`src/design/isb_pkg.sv`:
```
// Shared constants and types for the insertion sort batch block.
package isb_pkg;

    localparam int VALUE_WIDTH       = 32;
    localparam int MAX_COUNT_DEFAULT = 16;
    localparam int DATA_WIDTH_DEFAULT = 32;

    // Operation applied to every cell of the chain at once.
    typedef struct packed {
        logic insert;     // place the broadcast key, move larger entries up
        logic shift_out;  // move every entry one place towards cell zero
    } cell_op_t;

endpackage

```
`src/design/isb_in_if.sv`:
```
// Input channel: one batch element per transfer.
interface isb_in_if;

    logic                                   valid;
    logic                                   ready;
    logic signed [isb_pkg::VALUE_WIDTH-1:0] value;
    logic                                   last_item;

    modport source (output valid, output value, output last_item, input ready);
    modport sink   (input valid, input value, input last_item, output ready);

endinterface

```
`src/design/isb_out_if.sv`:
```
// Output channel: one sorted element per transfer.
interface isb_out_if;

    logic                                   valid;
    logic                                   ready;
    logic signed [isb_pkg::VALUE_WIDTH-1:0] sorted_value;
    logic                                   last_result;
    logic                                   overflow;

    modport source (output valid, output sorted_value, output last_result,
                    output overflow, input ready);
    modport sink   (input valid, input sorted_value, input last_result,
                    input overflow, output ready);

endinterface

```
`src/design/insertion_sort_batch.sv`:
```
// The first result is offered once the closing transfer has set the drain flag and the
// head cell has been moved into the output register. Throughput: one element per cycle
// while loading, set by the chain of compare cells; the batch then drains at one result
// per cycle while the receiver is ready, during which no element is taken.
// Reset clears the element count and all control flags; output data and cells are not reset.
module insertion_sort_batch #(
    parameter int MAX_COUNT  = isb_pkg::MAX_COUNT_DEFAULT,
    parameter int DATA_WIDTH = isb_pkg::DATA_WIDTH_DEFAULT
) (
    input  logic       clk,
    input  logic       rst_n,
    isb_in_if.sink     item,
    isb_out_if.source  result
);

    localparam int CountWidth = $clog2(MAX_COUNT + 1);

    logic [CountWidth-1:0] count_reg;
    logic [CountWidth-1:0] count_next;
    logic                  dropped_reg;
    logic                  dropped_next;
    logic                  drain_reg;
    logic                  drain_next;
    logic                  out_valid_reg;
    logic                  out_valid_next;
    logic                  out_last_reg;
    logic                  out_last_next;
    logic                  out_ovf_reg;
    logic                  out_ovf_next;
    logic signed [DATA_WIDTH-1:0] out_data_reg;
    logic signed [DATA_WIDTH-1:0] out_data_next;

    logic                         accept;
    logic                         full;
    logic                         load_out;
    logic signed [DATA_WIDTH-1:0] key;
    isb_pkg::cell_op_t            op;

    logic signed [DATA_WIDTH-1:0] cell_data [MAX_COUNT];
    logic                         cell_gt   [MAX_COUNT];

    assign item.ready = !drain_reg;
    assign accept     = item.valid && item.ready;
    assign full       = (count_reg == CountWidth'(MAX_COUNT));
    assign load_out   = drain_reg && (!out_valid_reg || result.ready);
    assign key        = DATA_WIDTH'(item.value);

    assign op.insert    = accept && !full;
    assign op.shift_out = load_out;

    generate
        for (genvar i = 0; i < MAX_COUNT; i++)
        begin : g_cell
            logic signed [DATA_WIDTH-1:0] left_data;
            logic                         left_gt;
            logic signed [DATA_WIDTH-1:0] right_data;

            if (i == 0)
            begin : g_head
                assign left_data = key;
                assign left_gt   = 1'b0;
            end
            else
            begin : g_body
                assign left_data = cell_data[i-1];
                assign left_gt   = cell_gt[i-1];
            end

            if (i == MAX_COUNT - 1)
            begin : g_tail
                assign right_data = cell_data[i];
            end
            else
            begin : g_inner
                assign right_data = cell_data[i+1];
            end

            isb_cell #(
                .DATA_WIDTH (DATA_WIDTH)
            ) u_cell (
                .clk        (clk),
                .op         (op),
                .occupied   (count_reg > CountWidth'(i)),
                .key        (key),
                .left_data  (left_data),
                .left_gt    (left_gt),
                .right_data (right_data),
                .data       (cell_data[i]),
                .gt         (cell_gt[i])
            );
        end
    endgenerate

    always_comb
    begin
        count_next     = count_reg;
        dropped_next   = dropped_reg;
        drain_next     = drain_reg;
        out_valid_next = out_valid_reg;
        out_last_next  = out_last_reg;
        out_ovf_next   = out_ovf_reg;
        out_data_next  = out_data_reg;

        if (accept)
        begin
            if (full)
            begin
                dropped_next = 1'b1;
            end
            else
            begin
                count_next = count_reg + CountWidth'(1);
            end
            // close the batch: every batch holds at least one entry here
            if (item.last_item)
            begin
                drain_next = 1'b1;
            end
        end

        if (load_out)
        begin
            out_valid_next = 1'b1;
            out_data_next  = cell_data[0];
            out_last_next  = (count_reg == CountWidth'(1));
            out_ovf_next   = dropped_reg;
            count_next     = count_reg - CountWidth'(1);
            if (count_reg == CountWidth'(1))
            begin
                drain_next   = 1'b0;
                dropped_next = 1'b0;
            end
        end
        else if (result.ready)
        begin
            out_valid_next = 1'b0;
        end
    end

    always_ff @(posedge clk or negedge rst_n)
    begin
        if (!rst_n)
        begin
            count_reg     <= '0;
            dropped_reg   <= 1'b0;
            drain_reg     <= 1'b0;
            out_valid_reg <= 1'b0;
            out_last_reg  <= 1'b0;
            out_ovf_reg   <= 1'b0;
        end
        else
        begin
            count_reg     <= count_next;
            dropped_reg   <= dropped_next;
            drain_reg     <= drain_next;
            out_valid_reg <= out_valid_next;
            out_last_reg  <= out_last_next;
            out_ovf_reg   <= out_ovf_next;
        end
    end

    always_ff @(posedge clk)
    begin
        out_data_reg <= out_data_next;
    end

    assign result.valid        = out_valid_reg;
    assign result.sorted_value = isb_pkg::VALUE_WIDTH'($unsigned(out_data_reg));
    assign result.last_result  = out_last_reg;
    assign result.overflow     = out_ovf_reg;

`ifndef NO_ASSERTIONS
    a_count_bound: assert property (@(posedge clk) disable iff (!rst_n)
        count_reg <= CountWidth'(MAX_COUNT))
        else $error("element count beyond capacity");

    a_close_drains: assert property (@(posedge clk) disable iff (!rst_n)
        accept && item.last_item |=> drain_reg)
        else $error("closing transfer did not start the drain");

    a_drain_nonempty: assert property (@(posedge clk) disable iff (!rst_n)
        drain_reg |-> count_reg != '0)
        else $error("draining with an empty chain");

    a_hold_result: assert property (@(posedge clk) disable iff (!rst_n)
        out_valid_reg && !result.ready |=>
            out_valid_reg && $stable(out_data_reg) && $stable(out_last_reg)
            && $stable(out_ovf_reg))
        else $error("stalled result changed before its transfer");
`endif

endmodule

```
`src/design/isb_cell.sv`:
```
// One cell of the sorting chain: holds a single entry of the sorted store.
module isb_cell #(
    parameter int DATA_WIDTH = isb_pkg::DATA_WIDTH_DEFAULT
) (
    input  logic                         clk,
    input  isb_pkg::cell_op_t            op,
    input  logic                         occupied,
    input  logic signed [DATA_WIDTH-1:0] key,
    input  logic signed [DATA_WIDTH-1:0] left_data,
    input  logic                         left_gt,
    input  logic signed [DATA_WIDTH-1:0] right_data,
    output logic signed [DATA_WIDTH-1:0] data,
    output logic                         gt
);

    logic signed [DATA_WIDTH-1:0] data_reg;
    logic signed [DATA_WIDTH-1:0] data_next;

    // An empty cell counts as larger than any key; equal entries stay put.
    assign gt   = !occupied || (data_reg > key);
    assign data = data_reg;

    always_comb
    begin
        data_next = data_reg;
        if (op.insert && gt)
        begin
            data_next = left_gt ? left_data : key;
        end
        else if (op.shift_out)
        begin
            data_next = right_data;
        end
    end

    always_ff @(posedge clk)
    begin
        data_reg <= data_next;
    end

endmodule

```
`src/flat_wrapper.sv`:
```
// flat-port wrapper written by rule: the top's interface ports become plain ports
module insertion_sort_batch_flat 
#(
    parameter int MAX_COUNT  = isb_pkg::MAX_COUNT_DEFAULT,
    parameter int DATA_WIDTH = isb_pkg::DATA_WIDTH_DEFAULT
)
  (clk, rst_n, item_valid, item_value, item_last_item, item_ready, result_valid, result_sorted_value, result_last_result, result_overflow, result_ready);
  isb_in_if item_i ();
  isb_out_if result_i ();
  input  logic clk;
  input  logic rst_n;
  input wire logic [$bits(item_i.valid)-1:0] item_valid;
  input wire logic [$bits(item_i.value)-1:0] item_value;
  input wire logic [$bits(item_i.last_item)-1:0] item_last_item;
  output wire logic [$bits(item_i.ready)-1:0] item_ready;
  output wire logic [$bits(result_i.valid)-1:0] result_valid;
  output wire logic [$bits(result_i.sorted_value)-1:0] result_sorted_value;
  output wire logic [$bits(result_i.last_result)-1:0] result_last_result;
  output wire logic [$bits(result_i.overflow)-1:0] result_overflow;
  input wire logic [$bits(result_i.ready)-1:0] result_ready;
  assign item_i.valid = item_valid;
  assign item_i.value = item_value;
  assign item_i.last_item = item_last_item;
  assign item_ready = item_i.ready;
  assign result_valid = result_i.valid;
  assign result_sorted_value = result_i.sorted_value;
  assign result_last_result = result_i.last_result;
  assign result_overflow = result_i.overflow;
  assign result_i.ready = result_ready;
  insertion_sort_batch #(.MAX_COUNT(MAX_COUNT), .DATA_WIDTH(DATA_WIDTH)) u_core (.clk(clk), .rst_n(rst_n), .item(item_i), .result(result_i));
endmodule
```
`config.mk`:
```
export PLATFORM = sky130hd
export DESIGN_NAME = insertion_sort_batch_flat
export DESIGN_NICKNAME = d
export VERILOG_FILES = /design/src/design/isb_pkg.sv /design/src/design/isb_in_if.sv /design/src/design/isb_out_if.sv /design/src/design/insertion_sort_batch.sv /design/src/design/isb_cell.sv /design/src/flat_wrapper.sv
export SDC_FILE = /design/constraint.sdc
export NUM_CORES = 2
export LEC_CHECK = 0
export BUFFER_PORTS_ARGS = -buffer_cell sky130_fd_sc_hd__buf_2
export CAP_MARGIN = 20
export CORE_MARGIN = 2
export CORE_UTILIZATION = 65
export CTS_CLUSTER_DIAMETER = 60
export DETAILED_ROUTE_END_ITERATION = 6
export PLACE_DENSITY = 0.82
export SETUP_SLACK_MARGIN = 0.1
export SLEW_MARGIN = 5
export SYNTH_ARGS = -nofsm -noshare
export SYNTH_HDL_FRONTEND = slang
export SYNTH_SLANG_ARGS = --single-unit
```
`constraint.sdc`:
```
create_clock -name clk -period 6.25 [get_ports clk]
set_input_delay 1.5625 -clock clk [delete_from_list [all_inputs] [get_ports clk]]
set_output_delay 1.5625 -clock clk [all_outputs]
set_load 0.005 [all_outputs]
```
## Yosys cells after proc, flatten, opt, wreduce, memory -nomap -nowiden

Index checks and enable logic that the tools add are counted.
Widths: inputs -> output; s select.

- Add/sub/neg operators: 2
- $mul: 0
- Div/mod/pow operators: 0
- $lt $le $gt $ge: 32
- Eq/ne operators: 3
- Shift operators: 0
- Mux-type cells: 58
- Bitwise gates (word level): 0
- Reductions and logical operators: 73

Operators with widths:

| operator | number |
|---|---|
| $mux 32 | 45 |
| $gt 32x32->1 | 16 |
| $gt 5x4->1 const B | 8 |
| $reduce_bool 2->1 | 17 |
| $gt 5x3->1 const B | 4 |
| $logic_and 1x1->1 | 19 |
| $logic_not 1->1 | 19 |
| $logic_or 1x1->1 | 17 |
| $mux 5 | 3 |
| $gt 5x1->1 const B | 2 |
| $gt 5x2->1 const B | 2 |
| $mux 1 | 10 |
| $add 5x1->5 const B | 1 |
| $eq 5x1->1 const B | 1 |
| $eq 5x5->1 const B | 1 |
| $sub 5x1->5 const B | 1 |
| $ne 2x2->1 const B | 1 |
| $reduce_and 2->1 | 1 |

- Flip-flop bits (word level): 554
- Bits in latches: 0
- Bits in writable memories: 0
- Bits in read-only memories: 0
- Input bits: 37
- Output and inout bits: 36
- Logic and storage cells: 191
- Memories kept: 0

## Depth between registers and ports, before layout

- Depth in word-level cells: 5
- Mapped depth: 13
- Depth with buffers taken out: 10

## By module

Synthesis repeated with hierarchy kept, for this count alone.

- Cell total of the unflattened synthesis: 4327
- Area, all modules: 44478.9 µm²

By module, submodules not included:

| module | times used | cells each | area each (µm²) | seq. area each (µm²) |
|---|---|---|---|---|
| isb_cell | 16 | 263 | 2676.3 | 960.9 |
| insertion_sort_batch | 1 | 119 | 1657.8 | 1211.2 |

## Worst setup path after synthesis

Ideal clock, no wire load.

- Path type: in2reg
- From: in item_value[17]
- To: reg u_core.g_cell[2].u_cell.data_reg[0], enable pin
- Library setup time: 466 ps
- Data arrival time: 5918 ps
- Required time: 5784 ps
- Setup slack: -133 ps
- Stages on the path: 11
- Buffers on the path: 2
- Path through: inv_1 > ha_1 > a21o_1 > a21o_1 > a21oi_1 > o41ai_1 > a32o_1 > or2_2 > buf_2 > buf_2 > o21ai_0

- Word-level cells in the longest chain between the ends: 4

Ends and longest elaborated chain:

| what | RTL line | source |
|---|---|---|
| from (decl) | flat_wrapper.sv:13 | `input wire logic [$bits(item_i.value)-1:0] item_value;` |
| $gt 32x32->1 | isb_cell.sv:20 | `assign gt = !occupied \|\| (data_reg > key);` |
| $logic_or 1x1->1 | isb_cell.sv:20 |  |
| $logic_and 1x1->1 | isb_cell.sv:26 | `if (op.insert && gt)` |
| $reduce_bool 2->1 (no line) | n/a |  |
| to (signal assigned) | isb_cell.sv:38 | `data_reg <= data_next;` |
| to (decl) | isb_cell.sv:16 | `logic signed [DATA_WIDTH-1:0] data_reg;` |

No other way between the ends.
A chain may end at the register's enable or synchronous reset.

## Worst setup path after layout

- From: in item_value[14]
- To: reg u_core.g_cell[11].u_cell.data_reg[6], data pin

- Word-level cells in the longest chain between the ends: 4
- Elaborated cells on any way between the ends: 7
- Classes of those cells: order compare: 2; mux: 2; reduce/logical: 3

Ends and longest elaborated chain:

| what | RTL line | source |
|---|---|---|
| $gt 32x32->1 | isb_cell.sv:20 |  |
| $logic_or 1x1->1 | isb_cell.sv:20 |  |
| $mux 32 / $logic_and 1x1->1 (equally long branches) | isb_cell.sv:28, isb_cell.sv:26 |  |
| $mux 32 * | isb_cell.sv:26 |  |
| net u_core.g_cell[11].u_cell.data_next[6] | isb_cell.sv:17 | `logic signed [DATA_WIDTH-1:0] data_next;` |
| to (signal assigned) | isb_cell.sv:38 |  |
| to (decl) | isb_cell.sv:16 |  |

The timed path passes the listed nets; every way through them passes the cells marked *.

==> key figures <==
Pwr
  • Comb pwr share: 0.468
  • Leak: roughly 19 nW
  • Sw frac: 0.408
  • Sequential Power Share: 0.371
  • Power Dens Cells: 572 mW/mm²
  • Internal power: 14.4 mW
  • VDD IR max: 483 µV
  • Psw: approximately 9.9 mW
  • Power Total: 24.4 mW
  • Power share of the clock group: 0.161

Setup path
  • Startpoint types: primary input
  • Worst path arrival time: around 6000 ps
  • WS Path Type: in -> reg
  • CP required: about 6600 ps
  • Crit-path max FO: 47
  • Crit. End Element: flip-flop

Floorplan
  • Initial Util: 0.658
  • # IOs: 73
  • Row count: 89
  • Die area: 0.0617 mm²
  • Placeable core region: slightly below 0.06 mm²
  • Die width: roughly 250 µm
  • DIE HEIGHT: 248 µm

Synth
  • Top cells by area, synth: edfxtp_1 (42%), ha_1 (17%), mux2i_1 (9.2%)
  • Main flop type after synthesis: edfxtp_1
  • Number of flops mapped to enable cells by yosys: 544
  • Synth async-reset ratio: 0.0181
  • Cells after Synth: 3594
  • Post-synth top area cell: edfxtp_1
  • Synth Register Bits: 554
  • Share of the synthesized area in the top cell type: 0.420
  • Synthesized cell area: a little under 0.04 mm²
  • Post-Synthesis Net Count: just over 4k
  • Synth cell types: 74
  • Mean post-synth cell area: ~11 µm²
  • Post-synthesis sequential area ratio: 0.427
  • Synth warn: 0

Timing
  • Rel. slew slack: 0.317
  • Unrepaired setup endpoints after global routing: false
  • Final hold slack: slightly below 500 ps
  • TNS Setup: 0 ps
  • Final min period: approximately 5700 ps
  • Hold Vio Cnt, Final: 0
  • FMAX: around 0.18 GHz
  • # setup viols final: 0
  • Setup ws final: just under 600 ps
  • Slew Limit Fails: 0
  • Slew at the pin with the worst max-slew slack: slightly above 1000 ps
  • Clock Skew: ~28 ps
  • Final period utilization: 0.907

Final layout
  • Share of layout cells above drive strength 1: 0.135
  • Nets@finish: about 4.2k
  • Commonest non-fill, non-tap cell in the layout: edfxtp_1
  • Fin area: approximately 0.043 mm²
  • Largest register FFs: 512
  • Non-filler cells in the finished layout: between 4k and 5k
  • Diode count: 0
  • Core Util, Final: 0.721
  • Area Overhead vs Synth: 9.60%
  • Layout fillers: 4079
  • Most frequent cells in the layout: edfxtp_1 (544), a21oi_1 (519), ha_1 (518)

Global routing
  • GR Layer Usage met1: 0.439
  • Vias in the first global route: approximately 29k
  • Grt peak-use layer: met2
  • Gr ovfl total: 0
  • Largest net degree at the start of global routing: 66
  • Met3 usage: 0.0467
  • Tot GR Track Use: 0.332
  • Met2 usage: 0.544
  • Initial antenna violation count: 2
  • First-pass GRT wire length: about 160 mm

Routing
  • Routed WL per cell: ~24 µm
  • Drt via density: roughly 6.7
  • DRC: 0
  • Routed vias: between 30k and 40k
  • Detailed Route Iter0 Violations: 3231
  • Drt pass-1 iters: 6
  • Final ANT Viol Nets: 0
  • Final WL: ~110 mm

Clock network
  • # Post-CTS Setup Buffers: 0
  • Clock tree from TritonCTS: yes
  • CTS sink cnt: 554
  • Clock Root Buffer: clkbuf_16
  • Clk slew on worst S/H paths: around 60 ps
  • Cts repair resizes: 0
  • Clock latency on the worst-skew pair: just over 600 ps
  • Total CTS buffers: 66
  • Hold bufs inserted after CTS: 0
  • H-tree depth: 3
  • Longest Clk Path Bufs: 3

Place
  • Placed Instance Area: just over 0.04 mm²
  • Port Buf Inserts: a little over 70
  • Placed cell count: 4362
  • Hpwl dp: a little under 80 mm
  • Dpl ws: approximately 340 ps
  • Placer Congestion: approximately 0.97

Worst hold path
  • Hold Path Class: reg -> reg

Flow run
  • Max-cap viol count: 0

Status
  • Status: complete, no violations
[metal layers]
metal | routed length [µm] | share of wire
met1 | 43100 | 0.41
met2 | 49200 | 0.47
met4 | 4660 | 0.044
met5 | 13 | 0.00012
met3 | 8380 | 0.080
[power groups by stage]
stage | clock [mW] | combinational, mW | sequential (mW)
after CTS | 3.93 | 11.2 | 8.92
after detailed placement | 0 | 11.1 | 8.95
after floorplan | 0 | 8.55 | 8.16
after global placement | 0 | 10.6 | 8.88
after global routing | 4.08 | 12.6 | 9.21
final | 3.91 | 11.4 | 9.04
[worst max-delay path, cell delays in order]
cell and delay [ps]:
buf_2 330, inv_1 380, buf_4 310, ha_1 320, nand4_1 210, nor4_1 760
o21ai_0 280, o211ai_1 250, a211oi_1 130, buf_4 180, nor2_4 790, buf_4 370
a21oi_1 100
[final cells by class]
cell class | count | area [µm²] | area share
clock inverters | 26 | 312 | 0.00732
inverters | 79 | 297 | 0.00696
well taps | 773 | 967 | 0.0227
clock buffers | 89 | 1830 | 0.0430
repair buffers | 185 | 1240 | 0.0291
flip-flops and latches | 554 | 16600 | 0.390
multi-input cells | 2772 | 21300 | 0.501
[Yosys cell counts, drive strengths merged (18+ instances only)]
cell type / instances
buf: 55
mux2: 187
mux2i: 356
o21ai: 148
nor2b: 26
nor3: 18
nor2: 327
nand4: 96
nand3: 47
nand2: 188
inv: 79
edfxtp: 544
o211ai: 26
nor4: 21
ha: 518
a21o: 97
clkbuf: 134
a21oi: 520
[cells by family after synthesis]
kind of cell | share of synthesized area
AO/OA/AOI/OAI | 0.136
buffers and inverters | 0.0285
multiplexers | 0.146
AND/OR/NAND/NOR | 0.0950
flip-flops | 0.427
adder cells (fa/ha/maj) | 0.167
XOR/XNOR | 0.000676
[worst paths after layout]
check | start | to | slack (ps) | cells after the start
setup / recovery | item_value[14] | u_core.g_cell[11].u_cell.data[6]$_DFFE_PP_ | 580 | 13
hold / removal | u_core.g_cell[0].u_cell.data[19]$_DFFE_PP_ | u_core.result.sorted_value[19]$_DFFE_PP_ | 490 | 0
setup reg to reg | u_core.g_cell[12].u_cell.data[27]$_DFFE_PP_ | u_core.g_cell[12].u_cell.data[5]$_DFFE_PP_ | 1950 | 9
hold reg to reg | u_core.g_cell[0].u_cell.data[19]$_DFFE_PP_ | u_core.result.sorted_value[19]$_DFFE_PP_ | 490 | 0
max in group asynchronous | rst_n | u_core.count_reg[4]$_DFFE_PN0P_ | 5170 | 1
min in group asynchronous | rst_n | u_core.drain_reg$_DFF_PN0_ | 830 | 1
Power figures use the tool's default switching activity.
